==> src/tsgf_pkg.sv <==
// Package for the touch sample gesture filter.
// Holds the sequencer states, register indexes, swipe codes and fixed constants.
// No dependencies.
package tsgf_pkg;

	// Fixed field widths
	localparam int RAW_W   = 12;
	localparam int TIME_W  = 32;
	localparam int DEB_W   = 16;
	localparam int SWT_W   = 9;
	localparam int DIR_W   = 3;
	localparam int CFG_W   = 16;
	localparam int CIDX_W  = 3;

	// Pressure ceiling, swipe window and hold radius
	localparam logic [RAW_W-1:0]  PRESS_CEIL  = 12'd4000;
	localparam logic [TIME_W-1:0] SWIPE_WIN   = 32'd500;
	localparam int                HOLD_RADIUS = 10;

	// Sequencer states
	typedef enum logic [2:0] {
		ST_IDLE,
		ST_SETUP,
		ST_DIV,
		ST_UPDATE,
		ST_DETECT
	} tsgf_state_t;

	// Configuration register indexes
	typedef enum logic [CIDX_W-1:0] {
		REG_CAL_X_MIN   = 3'd0,
		REG_CAL_X_MAX   = 3'd1,
		REG_CAL_Y_MIN   = 3'd2,
		REG_CAL_Y_MAX   = 3'd3,
		REG_DEBOUNCE    = 3'd4,
		REG_PRESS_THR   = 3'd5,
		REG_SWIPE_THR   = 3'd6,
		REG_LONG_PRESS  = 3'd7
	} tsgf_reg_t;

	// Swipe direction codes
	typedef enum logic [DIR_W-1:0] {
		DIR_NONE  = 3'd0,
		DIR_LEFT  = 3'd1,
		DIR_RIGHT = 3'd2,
		DIR_UP    = 3'd3,
		DIR_DOWN  = 3'd4
	} tsgf_dir_t;

endpackage

==> src/touch_sample_gesture_filter.sv <==
// Top level of the touch sample gesture filter: debounce, calibration, swipe and long press.
// Depends on tsgf_pkg for states, register indexes, codes and constants.
//
// Usage: one input item carries a touch flag, raw x, y, pressure and a millisecond
// time stamp; every input item gives exactly one result item with the pressed flag,
// the calibrated screen position, a swipe direction and a long-press flag.
// Both channels use valid/ready. Configuration is a write-only register port
// (cfg_wr_en, cfg_index, cfg_data) and should only be written while the block is idle.
//
// Sequencing: an item is taken only in the idle state. An accepted
// sample then passes through the set-up state, DW division steps where
// DW = 12 + clog2(max(SCREEN_W, SCREEN_H) + 1) (21 at the default screen size),
// the state update and the detection state. Rejected or untouched samples
// skip the division. The pace is set by the restoring dividers, which produce
// one quotient bit per cycle for each axis in parallel.
// Reset clears the filter state and loads the default calibration values.
// When the receiver stalls, the result waits in the output register; the next item
// may already be taken and worked on, and stops only at its detection cycle.
module touch_sample_gesture_filter #(
	parameter int SCREEN_W = 320,
	parameter int SCREEN_H = 240
) (
	input  logic                                 clk,
	input  logic                                 arst_n,
	// Configuration write port
	input  logic                                 cfg_wr_en,
	input  logic [tsgf_pkg::CIDX_W-1:0]          cfg_index,
	input  logic [tsgf_pkg::CFG_W-1:0]           cfg_data,
	// Sample input channel
	input  logic                                 in_valid,
	output logic                                 in_ready,
	input  logic                                 touched,
	input  logic [tsgf_pkg::RAW_W-1:0]           raw_x,
	input  logic [tsgf_pkg::RAW_W-1:0]           raw_y,
	input  logic [tsgf_pkg::RAW_W-1:0]           raw_z,
	input  logic [tsgf_pkg::TIME_W-1:0]          now_ms,
	// Result channel
	output logic                                 out_valid,
	input  logic                                 out_ready,
	output logic                                 pressed,
	output logic [$clog2(SCREEN_W)-1:0]          pos_x,
	output logic [$clog2(SCREEN_H)-1:0]          pos_y,
	output logic [tsgf_pkg::DIR_W-1:0]           swipe_dir,
	output logic                                 long_press
);
	import tsgf_pkg::*;

	localparam int XW   = $clog2(SCREEN_W);
	localparam int YW   = $clog2(SCREEN_H);
	localparam int SMAX = (SCREEN_W > SCREEN_H) ? SCREEN_W : SCREEN_H;
	localparam int DW   = RAW_W + $clog2(SMAX + 1);
	localparam int CW   = $clog2(DW);
	localparam int AW0  = (XW > YW) ? XW : YW;
	localparam int AW   = (AW0 > SWT_W) ? AW0 : SWT_W;

	// Configuration registers
	logic [RAW_W-1:0]  cal_x_min_q, cal_x_max_q, cal_y_min_q, cal_y_max_q;
	logic [DEB_W-1:0]  debounce_q, long_press_ms_q;
	logic [RAW_W-1:0]  press_thr_q;
	logic [SWT_W-1:0]  swipe_thr_q;

	// Captured sample
	logic              touched_q;
	logic [RAW_W-1:0]  raw_x_q, raw_y_q, raw_z_q;
	logic [TIME_W-1:0] now_q;

	// Filter state
	logic [XW-1:0]     cur_x_q, start_x_q;
	logic [YW-1:0]     cur_y_q, start_y_q;
	logic              cur_pressed_q, start_valid_q, held_q;
	logic [TIME_W-1:0] cur_time_q, start_time_q, last_accept_q, last_swipe_q;

	// Sequencer and dividers
	tsgf_state_t       state_q, state_d;
	logic              acc_q;
	logic [CW-1:0]     cnt_q;
	logic              zx_q, zy_q;
	logic [DW-1:0]     dvx_q, dvy_q;
	logic [RAW_W-1:0]  remx_q, remy_q, denx_q, deny_q;

	// Output register
	logic              out_valid_q;
	logic              pressed_q, long_press_q;
	logic [XW-1:0]     pos_x_q;
	logic [YW-1:0]     pos_y_q;
	logic [DIR_W-1:0]  swipe_dir_q;

	// Control decoded from the state
	logic              take_item, out_free, ld_out;

	// Configuration writes
	always_ff @(posedge clk or negedge arst_n) begin
		if (!arst_n) begin
			cal_x_min_q     <= 12'd300;
			cal_x_max_q     <= 12'd3800;
			cal_y_min_q     <= 12'd300;
			cal_y_max_q     <= 12'd3800;
			debounce_q      <= 16'd50;
			press_thr_q     <= 12'd200;
			swipe_thr_q     <= 9'd50;
			long_press_ms_q <= 16'd1000;
		end else if (cfg_wr_en) begin
			unique case (tsgf_reg_t'(cfg_index))
				REG_CAL_X_MIN:  cal_x_min_q     <= cfg_data[RAW_W-1:0];
				REG_CAL_X_MAX:  cal_x_max_q     <= cfg_data[RAW_W-1:0];
				REG_CAL_Y_MIN:  cal_y_min_q     <= cfg_data[RAW_W-1:0];
				REG_CAL_Y_MAX:  cal_y_max_q     <= cfg_data[RAW_W-1:0];
				REG_DEBOUNCE:   debounce_q      <= cfg_data[DEB_W-1:0];
				REG_PRESS_THR:  press_thr_q     <= cfg_data[RAW_W-1:0];
				REG_SWIPE_THR:  swipe_thr_q     <= cfg_data[SWT_W-1:0];
				REG_LONG_PRESS: long_press_ms_q <= cfg_data[DEB_W-1:0];
				default: ;
			endcase
		end
	end

	// Next-state logic of the sequencer
	always_comb begin
		state_d = state_q;
		unique case (state_q)
			ST_IDLE:   if (in_valid) state_d = ST_SETUP;
			ST_SETUP:  state_d = acc_c ? ST_DIV : ST_UPDATE;
			ST_DIV:    if (cnt_q == '0) state_d = ST_UPDATE;
			ST_UPDATE: state_d = ST_DETECT;
			ST_DETECT: if (out_free) state_d = ST_IDLE;
			default:   state_d = ST_IDLE;
		endcase
	end

	// Control outputs of the sequencer
	always_comb begin
		out_free  = !out_valid_q || out_ready;
		take_item = (state_q == ST_IDLE) && in_valid;
		ld_out    = (state_q == ST_DETECT) && out_free;
		in_ready  = (state_q == ST_IDLE);
	end

	always_ff @(posedge clk or negedge arst_n) begin
		if (!arst_n) begin
			state_q <= ST_IDLE;
		end else begin
			state_q <= state_d;
		end
	end

	// Capture the sample when it is taken
	always_ff @(posedge clk) begin
		if (take_item) begin
			touched_q <= touched;
			raw_x_q   <= raw_x;
			raw_y_q   <= raw_y;
			raw_z_q   <= raw_z;
			now_q     <= now_ms;
		end
	end

	// Acceptance test: touched, outside the debounce window, pressure in range
	logic              acc_c;
	logic [TIME_W-1:0] since_accept;
	always_comb begin
		since_accept = now_q - last_accept_q;
		acc_c = touched_q && (since_accept >= TIME_W'(debounce_q)) &&
			(raw_z_q > press_thr_q) && (raw_z_q < PRESS_CEIL);
	end

	// Set-up of both axes: magnitudes, sign agreement and the scaled dividend
	logic              x_ge, xs_ge, y_ge, ys_ge;
	logic [RAW_W-1:0]  numx_mag, spnx_mag, numy_mag, spny_mag;
	logic [DW-1:0]     prodx, prody;
	always_comb begin
		x_ge     = raw_x_q >= cal_x_min_q;
		xs_ge    = cal_x_max_q >= cal_x_min_q;
		y_ge     = raw_y_q >= cal_y_min_q;
		ys_ge    = cal_y_max_q >= cal_y_min_q;
		numx_mag = x_ge  ? raw_x_q - cal_x_min_q : cal_x_min_q - raw_x_q;
		spnx_mag = xs_ge ? cal_x_max_q - cal_x_min_q : cal_x_min_q - cal_x_max_q;
		numy_mag = y_ge  ? raw_y_q - cal_y_min_q : cal_y_min_q - raw_y_q;
		spny_mag = ys_ge ? cal_y_max_q - cal_y_min_q : cal_y_min_q - cal_y_max_q;
		prodx    = DW'(numx_mag) * DW'(SCREEN_W);
		prody    = DW'(numy_mag) * DW'(SCREEN_H);
	end

	// One restoring division step per axis
	logic [RAW_W:0]    trialx, trialy;
	logic              qbx, qby;
	always_comb begin
		trialx = {remx_q, dvx_q[DW-1]};
		trialy = {remy_q, dvy_q[DW-1]};
		qbx    = trialx >= {1'b0, denx_q};
		qby    = trialy >= {1'b0, deny_q};
	end

	// Dividers: the dividend shifts out at the top while quotient bits enter below
	always_ff @(posedge clk) begin
		if (state_q == ST_SETUP) begin
			acc_q  <= acc_c;
			cnt_q  <= CW'(DW - 1);
			zx_q   <= (spnx_mag == '0) || (x_ge != xs_ge);
			zy_q   <= (spny_mag == '0) || (y_ge != ys_ge);
			dvx_q  <= prodx;
			dvy_q  <= prody;
			denx_q <= spnx_mag;
			deny_q <= spny_mag;
			remx_q <= '0;
			remy_q <= '0;
		end else if (state_q == ST_DIV) begin
			cnt_q  <= cnt_q - 1'b1;
			dvx_q  <= {dvx_q[DW-2:0], qbx};
			dvy_q  <= {dvy_q[DW-2:0], qby};
			remx_q <= qbx ? RAW_W'(trialx - {1'b0, denx_q}) : trialx[RAW_W-1:0];
			remy_q <= qby ? RAW_W'(trialy - {1'b0, deny_q}) : trialy[RAW_W-1:0];
		end
	end

	// Clamp the quotients to the screen
	logic [XW-1:0]     map_x;
	logic [YW-1:0]     map_y;
	always_comb begin
		priority if (zx_q)                       map_x = '0;
		else if (dvx_q > DW'(SCREEN_W - 1))      map_x = XW'(SCREEN_W - 1);
		else                                     map_x = XW'(dvx_q);
		priority if (zy_q)                       map_y = '0;
		else if (dvy_q > DW'(SCREEN_H - 1))      map_y = YW'(SCREEN_H - 1);
		else                                     map_y = YW'(dvy_q);
	end

	// Gesture detection on the updated state
	logic              dx_pos, dy_pos;
	logic [AW-1:0]     adx, ady, thr_w;
	logic              swipe_go, too_slow, too_short, lp_c;
	logic [DIR_W-1:0]  dir_c;
	logic [TIME_W-1:0] since_swipe, press_span, hold_time;
	always_comb begin
		dx_pos      = cur_x_q > start_x_q;
		dy_pos      = cur_y_q > start_y_q;
		adx         = AW'(dx_pos ? cur_x_q - start_x_q : start_x_q - cur_x_q);
		ady         = AW'(dy_pos ? cur_y_q - start_y_q : start_y_q - cur_y_q);
		thr_w       = AW'(swipe_thr_q);
		since_swipe = now_q - last_swipe_q;
		press_span  = cur_time_q - start_time_q;
		hold_time   = now_q - start_time_q;
		swipe_go    = start_valid_q && !cur_pressed_q && (since_swipe >= SWIPE_WIN);
		too_slow    = press_span > SWIPE_WIN;
		too_short   = (adx < thr_w) && (ady < thr_w);
		dir_c       = DIR_NONE;
		if (swipe_go && !too_slow && !too_short) begin
			if (adx > ady) begin
				dir_c = dx_pos ? DIR_RIGHT : DIR_LEFT;
			end else begin
				dir_c = dy_pos ? DIR_DOWN : DIR_UP;
			end
		end
		lp_c = cur_pressed_q && held_q && (hold_time >= TIME_W'(long_press_ms_q)) &&
			(adx < AW'(HOLD_RADIUS)) && (ady < AW'(HOLD_RADIUS));
	end

	// Filter state: sample update, then the swipe bookkeeping when the result leaves
	always_ff @(posedge clk or negedge arst_n) begin
		if (!arst_n) begin
			cur_x_q       <= '0;
			cur_y_q       <= '0;
			cur_pressed_q <= 1'b0;
			cur_time_q    <= '0;
			start_x_q     <= '0;
			start_y_q     <= '0;
			start_valid_q <= 1'b0;
			start_time_q  <= '0;
			last_accept_q <= '0;
			held_q        <= 1'b0;
			last_swipe_q  <= '0;
		end else if (state_q == ST_UPDATE) begin
			if (touched_q) begin
				if (acc_q) begin
					cur_x_q       <= map_x;
					cur_y_q       <= map_y;
					cur_pressed_q <= 1'b1;
					cur_time_q    <= now_q;
					if (!held_q) begin
						start_x_q     <= map_x;
						start_y_q     <= map_y;
						start_valid_q <= 1'b1;
						start_time_q  <= now_q;
					end
					last_accept_q <= now_q;
					held_q        <= 1'b1;
				end
			end else if (held_q) begin
				cur_pressed_q <= 1'b0;
				held_q        <= 1'b0;
			end
		end else if (ld_out && swipe_go) begin
			start_valid_q <= 1'b0;
			if (dir_c != DIR_NONE) begin
				last_swipe_q <= now_q;
			end
		end
	end

	// Output register
	always_ff @(posedge clk or negedge arst_n) begin
		if (!arst_n) begin
			out_valid_q <= 1'b0;
		end else if (ld_out) begin
			out_valid_q <= 1'b1;
		end else if (out_ready) begin
			out_valid_q <= 1'b0;
		end
	end

	always_ff @(posedge clk) begin
		if (ld_out) begin
			pressed_q    <= cur_pressed_q;
			pos_x_q      <= cur_x_q;
			pos_y_q      <= cur_y_q;
			swipe_dir_q  <= dir_c;
			long_press_q <= lp_c;
		end
	end

	assign out_valid  = out_valid_q;
	assign pressed    = pressed_q;
	assign pos_x      = pos_x_q;
	assign pos_y      = pos_y_q;
	assign swipe_dir  = swipe_dir_q;
	assign long_press = long_press_q;

	// A press is held exactly while the current point is pressed
	a_held_pressed: assert property (@(posedge clk) disable iff (!arst_n)
		held_q == cur_pressed_q)
		else $error("held and pressed flags disagree");

	// A swipe is only reported once the touch has been released
	a_swipe_released: assert property (@(posedge clk) disable iff (!arst_n)
		out_valid && (swipe_dir != DIR_NONE) |-> !pressed)
		else $error("swipe reported while pressed");

	// A long press is only reported while pressed and without a swipe
	a_long_press: assert property (@(posedge clk) disable iff (!arst_n)
		out_valid && long_press |-> pressed && (swipe_dir == DIR_NONE))
		else $error("long press without a press");

	// Reported position stays on the screen
	a_pos_range: assert property (@(posedge clk) disable iff (!arst_n)
		out_valid |-> (pos_x <= XW'(SCREEN_W - 1)) && (pos_y <= YW'(SCREEN_H - 1)))
		else $error("position off screen");

	// The last division step leads to the state update
	a_div_done: assert property (@(posedge clk) disable iff (!arst_n)
		(state_q == ST_DIV) && (cnt_q == '0) |=> (state_q == ST_UPDATE))
		else $error("division did not finish");

endmodule
==> config.mk <==
export PLATFORM = sky130hd
export DESIGN_NAME = touch_sample_gesture_filter
export DESIGN_NICKNAME = d
export VERILOG_FILES = /design/src/tsgf_pkg.sv /design/src/touch_sample_gesture_filter.sv
export SDC_FILE = /design/constraint.sdc
export NUM_CORES = 1
export LEC_CHECK = 0
export ABC_CLOCK_PERIOD_IN_PS = 13290
export BUFFER_PORTS_ARGS = -buffer_cell sky130_fd_sc_hd__buf_2
export CORE_UTILIZATION = 65
export DETAILED_ROUTE_END_ITERATION = 16
export GPL_TIMING_DRIVEN = 0
export PLACE_DENSITY = 0.87
export SYNTH_ARGS = -nofsm -noshare
export SYNTH_HDL_FRONTEND = slang
export SYNTH_SLANG_ARGS = --single-unit
==> constraint.sdc <==
create_clock -name clk -period 13.29 [get_ports clk]
set_input_delay 1.329 -clock clk [delete_from_list [all_inputs] [get_ports clk]]
set_output_delay 1.329 -clock clk [all_outputs]
set_load 0.03 [all_outputs]
==> flow_summary.yaml, run 1 <==
sta:
  fin_crit_ns: 7.087
  relSlewSlack_pct: 16.63
  grt_setup_unrepaired: "false"
  report.final.hold_viol_count: 0
  setup_tns_ns: 0
  drv_slew: 0
  worst_slew_pin_slew_ns: 1.250
  fin_skew_ns: 0.02454
  min_period_over_period_pct: 53.33
  timing.fmax_ghz: 0.1411
  setup_viol: 0
detailed_routing:
  vias: 27820
  wire_per_inst_um: 19.73
  dr.pass1.iters: 6
  dr.first_iter.drc_count: 2784
  detail-route-antenna-nets: 0
  drcViolationCount: 0
  vias_per_cell: 6.229
  routed_wl_um: 88110
critical_path:
  critical_path_arrival_ns: 7.41
  endpoint: "dvy_q[19]$_DFFE_PP_"
  crit_required_ns: 13.62
  r2r_start: "cal_y_min_q[3]$_DFFE_PN1P_"
  reg2regPathDepth: 25
  cp-end-kind: "register"
  crit_path_start: "cal_y_min_q[3]$_DFFE_PN1P_"
  critPathMaxFanout: 8
  regToRegSetupSlack_ns: 6.20
  criticalPathCategory: "register to register"
  regToRegEndpoint: "dvy_q[19]$_DFFE_PP_"
  crit_path_start_kind: "register"
finish:
  final_nets: 4265
  final_common_cell: "inv_1"
  layout_common_cells: "402 x inv_1, 384 x ha_1, 315 x o21ai_0"
  drive_gt1_share_pct: 11.37
  num-fill-cells: 3698
  syn2layout_area_growth_pct: 9.598
global_routing:
  grt_util_all_layers_pct: 34.21
  grt_pass1_wl_um: 139600
  grt_pass1_vias: 26610
  grt_max_degree: 91
  antenna_found_initial: 5
  gr-total-overflow: 0
placement:
  place_congestion: 1.013
  numPortBuffers: 114
  place_hpwl_um: 67130
yosys:
  netlist_area_um2: 32980
  synthAdderAreaFrac_pct: 16.84
  yosys.area_share.simple_pct: 12.26
  synth_compound_area_share_pct: 19.94
  yosysSeqAreaShare_pct: 34.19
  synth_xor_xnor_area_share_pct: 4.568
  postSynthCellCount: 3582
  synthMuxAreaShare_pct: 6.062
  synth_edf_count: 149
  synth_top_family_by_area: "compound AO/OA/AOI/OAI gates"
  synth_cell_types: 99
  syn_nets: 4096
  ys_ff_latch: 427
  yosysWarnings: 0
  syn_avg_cell_area_um2: 9.208
  asyncSetResetFlopFracSynth_pct: 55.74
  ys.flop_type: "dfrtp_1"
clocking:
  cts_sinks: 427
  cts_tree: "yes"
  cts.clk_slew.worst_paths_ns: 0.06
  cts_resized: 0
  clockBufferDepth: 3
  cts_setup_buffers: 0
  postCtsHoldBufs: 0
  htree_num_levels: 2
  cts-buffers-inserted: 49
  cts-root-buf: "clkbuf_16"
  clk_latency_ns: 0.62
die:
  rows: 82
  dieArea_um2: 51640
  io_pins: 117
  dieHeight_um: 227.3
  core_um2: 50070
  initial_core_util_pct: 65.87
  die_w_um: 227.3
status:
  status: "complete, no violations"
min_path:
  hp-class: "register to register"
job:
  cap_viol_max_count: 0
## final cells by class
cell class / instances / area, um2 / share of cell area [%]
multi-input combinational: 2638 / 19680 / 54.45
sequential: 427 / 11280 / 31.20
inverter: 404 / 1516 / 4.195
clock buffer: 68 / 1411 / 3.904
tap: 672 / 840.8 / 2.326
timing repair buffer: 118 / 683.2 / 1.890
buffer: 113 / 509.2 / 1.409
clock inverter: 24 / 221.5 / 0.6127
antenna: 2 / 5.005 / 0.01385
## worst min-delay path by stage
stage               cells past startpoint               startpoint                       to
CTS                                     2  remy_q[11]$_SDFFE_PP0N_  remy_q[11]$_SDFFE_PP0N_
global placement                        0   cur_x_q[8]$_DFFE_PN0P_       pos_x[8]$_DFFE_PP_
finish                                  2  remy_q[11]$_SDFFE_PP0N_  remy_q[11]$_SDFFE_PP0N_
global route                            2  remy_q[11]$_SDFFE_PP0N_  remy_q[11]$_SDFFE_PP0N_
floorplan                               2      dvy_q[19]$_DFFE_PP_   dvy_q[20]$_SDFFE_PP0N_
detailed placement                      2  remy_q[11]$_SDFFE_PP0N_  remy_q[11]$_SDFFE_PP0N_
## routing by layer
metal	global-route usage, %	up-vias	wire [um]
met3	7.383	214	7969
met2	53.59	1162	38830
met1	47.18	13310	38340
met4	11.04	4	2947
li1	-	13130	-
met5	0	-	29
## synth_stat cells (all sizes together) (21+ instances only)
cell type | count | area [um2]
nor3 | 48 | 245.2
nand3 | 44 | 220.2
a22o | 21 | 183.9
edfxtp | 149 | 4474
o21a | 38 | 285.3
mux2i | 58 | 580.6
xnor2 | 108 | 945.9
mux2 | 126 | 1419
clkbuf | 101 | 445.4
nand4 | 54 | 344.1
dfrtp | 201 | 5030
a21o | 108 | 814.5
o21bai | 49 | 367.9
xor2 | 64 | 560.5
fa | 37 | 740.7
o21ai | 318 | 1592
nand2b | 34 | 212.7
nand2 | 302 | 1134
and2 | 24 | 151.4
a21oi | 259 | 1296
a211oi | 30 | 235.2
dfstp | 37 | 972.2
o211ai | 23 | 172.7
nor2b | 43 | 269.0
ha | 384 | 4805
nor4 | 21 | 131.4
inv | 402 | 1509
a31oi | 30 | 217.7
nor2 | 148 | 555.5
dfxtp | 40 | 800.8
## per-stage QoR
step	instance area [um2]	instances	util, %	hold slack (ns)	worst slack (ns)
floorplan	32980	3582	-	0.4350	7.412
global placement	34390	4368	68.69	0.4649	6.423
detailed placement	34480	4371	68.87	0.4691	6.281
CTS	36110	4463	72.13	0.4774	6.253
global route	36140	4464	72.19	0.4872	5.727
finish	36150	4466	72.20	0.4753	6.203
## critical path: stages (launching register included)
cell and delay, ns:
dfstp_2 0.57, inv_1 0.10, ha_1 0.29, clkbuf_1 0.28, nor2b_1 0.25, o21a_1 0.13, o21ai_0 0.08, a21oi_1 0.26
o221ai_1 0.17, o21ai_1 0.58, mux2i_1 0.21, xnor2_1 0.54, fa_1 0.56, fa_1 0.47, ha_1 0.29, a21o_1 0.16
a21oi_1 0.22, o21ai_0 0.11, a21oi_1 0.23, o21bai_1 0.08, a21oi_1 0.30, o211a_1 0.26, a21oi_1 0.08, a21oi_1 0.19
xor2_1 0.26, o21ai_0 0.13
## sequential cells by signal, indices dropped and copies added, names as in the netlist, 12 cells and up
signal           flops
cal_x_max_q         12
cal_x_min_q         12
cal_y_max_q         12
cal_y_min_q         12
debounce_q          16
denx_q              12
deny_q              12
dvx_q               21
dvy_q               21
last_accept_q       32
last_swipe_q        32
long_press_ms_q     16
now_q               32
press_thr_q         12
raw_x_q             12
raw_y_q             12
raw_z_q             12
remx_q              12
remy_q              12
start_time_q        32
## kinds of logic (layout without fill, tap and decap cells)
kind of cell	count (synthesis)	count (layout)
buffers and inverters	517	727
flip-flops	427	427
AND/OR/NAND/NOR	823	823
multiplexers	184	184
XOR/XNOR	172	172
adder cells (fa/ha/maj)	422	422
other	0	2
AO/OA/AOI/OAI	1037	1037
Power of run 1 is not shown: default switching activity piles up to over one toggle a cycle in this logic, so the estimate is an artifact.
==> run 2: changes to the inputs <==
- ABC_CLOCK_PERIOD_IN_PS: 13290 -> 5800
- CORE_UTILIZATION: 65 -> 58
- PLACE_DENSITY: 0.87 -> 0.82
- clock period: 13.29 -> 5.8 ns (I/O delays scaled with it)
==> run 2 against run 1 <==
Compared with the run above:
- the flow now finishes with violations (negative setup slack)
- register-to-register slack lost 6.3 ns
- die area up 12%
- hold slack worse by 0.35 ns
- design area grew 2.7%
- global-route usage shrank 3.9 points
- clock-buffer cell count decreased by 4
- highest routed layer unchanged
==> flow_summary.yaml, run 2 (synthesized netlist as in run 1, its figures left out) <==
status:
  status: "finished, violations left"
  violations: "negative setup slack"
clocking:
  clk_latency_ns: 0.62
  cts-root-buf: "clkbuf_16"
  cts-buffers-inserted: 49
  cts.clk_slew.worst_paths_ns: 0.07
  cts_sinks: 427
  clockBufferDepth: 3
  cts_tree: "yes"
  htree_num_levels: 2
min_path:
  hold_depth: 1
  hp-class: "input port to register"
  holdPathEnd: "raw_x_q[6]$_DFFE_PP_"
  holdCritStartpoint: "raw_x[6]"
global_routing:
  grt-busiest-layer: "met2"
  met2_usage_pct: 47.64
  grt_max_degree: 111
  antenna_found_initial: 3
  grt_use_met1_pct: 41.33
  grt_util_all_layers_pct: 30.33
  gr-total-overflow: 0
  grt_pass1_wl_um: 138900
  grt_pass1_vias: 26410
  use_met3_pct: 5.132
finish:
  multi_input_area_um2: 20070
  fin_area_um2: 37130
  final_common_cell: "inv_1"
  layout_common_cells: "397 x inv_1, 378 x ha_1, 305 x o21ai_0"
  regArea_um2: 11280
  syn2layout_area_growth_pct: 12.58
  drive_gt1_share_pct: 14.16
  final_nets: 4307
  num-fill-cells: 4423
  final_util_pct: 65.98
die:
  core_um2: 56280
  die_w_um: 240.5
  dieHeight_um: 240.5
  rows: 87
  dieArea_um2: 57820
  io_pins: 117
  initial_core_util_pct: 58.61
placement:
  place_hpwl_um: 65250
  place_congestion: 1.001
  place_area_um2: 34590
  numPortBuffers: 114
critical_path:
  criticalPathCategory: "register to register"
  critPathMaxFanout: 7
  max_stage_delay_ns: 0.57
  reg2regPathDepth: 25
  regToRegEndpoint: "dvy_q[16]$_DFFE_PP_"
  regToRegSetupSlack_ns: -0.09
  crit_required_ns: 6.18
  critical_path_arrival_ns: 6.26
  cp-end-kind: "register"
  r2r_start: "cal_y_min_q[3]$_DFFE_PN1P_"
  crit_path_top_delay_cell: "fa_1"
  crit_path_start_kind: "register"
detailed_routing:
  vias_per_cell: 6.111
  dr.pass1.iters: 6
  dr.first_iter.drc_count: 2590
  routed_wl_um: 88770
  wire_per_inst_um: 19.34
  detail-route-antenna-nets: 0
  vias: 28060
  drcViolationCount: 0
job:
  cap_viol_max_count: 0
sta:
  timing.fmax_ghz: 0.1699
  layout_setup_ws_ns: -0.08620
  relSlewSlack_pct: 11.08
  setup_viol: 3
  worst_slew_pin_slew_ns: 1.324
  grt_setup_unrepaired: "true"
  fin_crit_ns: 5.886
  fin_skew_ns: 0.02862
  drv_slew: 0
  report.final.hold_viol_count: 0
  min_period_over_period_pct: 101.5
==> run 2: changes by cell type in the layout (fill, tap and decap cells not counted), sizes merged <==
| cell | previous run | this run |
|---|---|---|
| dlygate4sd3 | 0 | 1 |
| bufinv | 2 | 6 |
| diode | 2 | 1 |
| inv | 404 | 405 |
| clkinv | 21 | 17 |
| clkinvlp | 1 | 4 |
| buf | 130 | 177 |
| clkbuf | 169 | 159 |
==> run 2: final cells by class <==
| cell class | instances | share of cell area [%] |
|---|---|---|
| clock buffer | 64 | 3.764 |
| antenna | 1 | 0.006740 |
| inverter | 404 | 4.094 |
| timing repair buffer | 166 | 2.851 |
| buffer | 107 | 1.375 |
| sequential | 427 | 30.39 |
| tap | 756 | 2.548 |
| multi-input combinational | 2638 | 54.06 |
| clock inverter | 28 | 0.9166 |
==> run 2: worst max-delay path by stage <==
stage	from	end	slack [ns]	cells after the start
after global placement	cal_y_min_q[3]$_DFFE_PN1P_	dvy_q[19]$_DFFE_PP_	-0.79	25
after CTS	cur_x_q[2]$_DFFE_PN0P_	last_swipe_q[7]$_DFFE_PN0P_	0.008	24
final	cal_y_min_q[3]$_DFFE_PN1P_	dvy_q[16]$_DFFE_PP_	-0.09	25
after global routing	cal_y_min_q[3]$_DFFE_PN1P_	dvy_q[16]$_DFFE_PP_	-0.39	25
after floorplan	cal_y_min_q[3]$_DFFE_PN1P_	dvy_q[16]$_DFFE_PP_	0.06	25
after detailed placement	cal_y_min_q[3]$_DFFE_PN1P_	dvy_q[19]$_DFFE_PP_	-0.82	25
==> run 2: per-stage QoR <==
stage / std cells / TNS (ns) / worst slack [ns] / hold WS [ns]
6_report: 4591 / -0.1564 / -0.08620 / 0.1212
3_5_place_dp: 4455 / -22.91 / -0.8218 / 0.4687
3_3_place_gp: 4452 / -54.22 / -0.7901 / 0.4607
2_1_floorplan: 3582 / 0 / 0.05790 / 0.2844
4_1_cts: 4564 / 0 / 0.008280 / 0.1052
5_1_grt: 4590 / -1.878 / -0.3865 / 0.1234
==> run 2: worst max-delay path, delay by kind of cell (launching register included) <==
family	cells	cell delay, ns
flops	1	0.56
fa+ha+maj	4	1.72
mux	1	0.39
compound gates	12	1.92
xor+xnor	2	0.32
buf+inv	2	0.17
simple gates	4	0.56
==> run 2: layer usage <==
metal,wire length [um],part of all wire (%)
met1,37370,42
met2,40160,45
met3,7648,8.6
met4,3548,4.0
met5,38,0.043
==> run 2: timing repair <==
item / in CTS / in global routing
pin swaps: 19 / 42
hold endpoints to repair: 54 / 0
hold buffers: 1 / 0
setup buffers: 19 / 28
endpoints found under the setup margin: 49 / 47
gates resized for setup: 40 / 66
Power of run 2 is left out for the same reason.
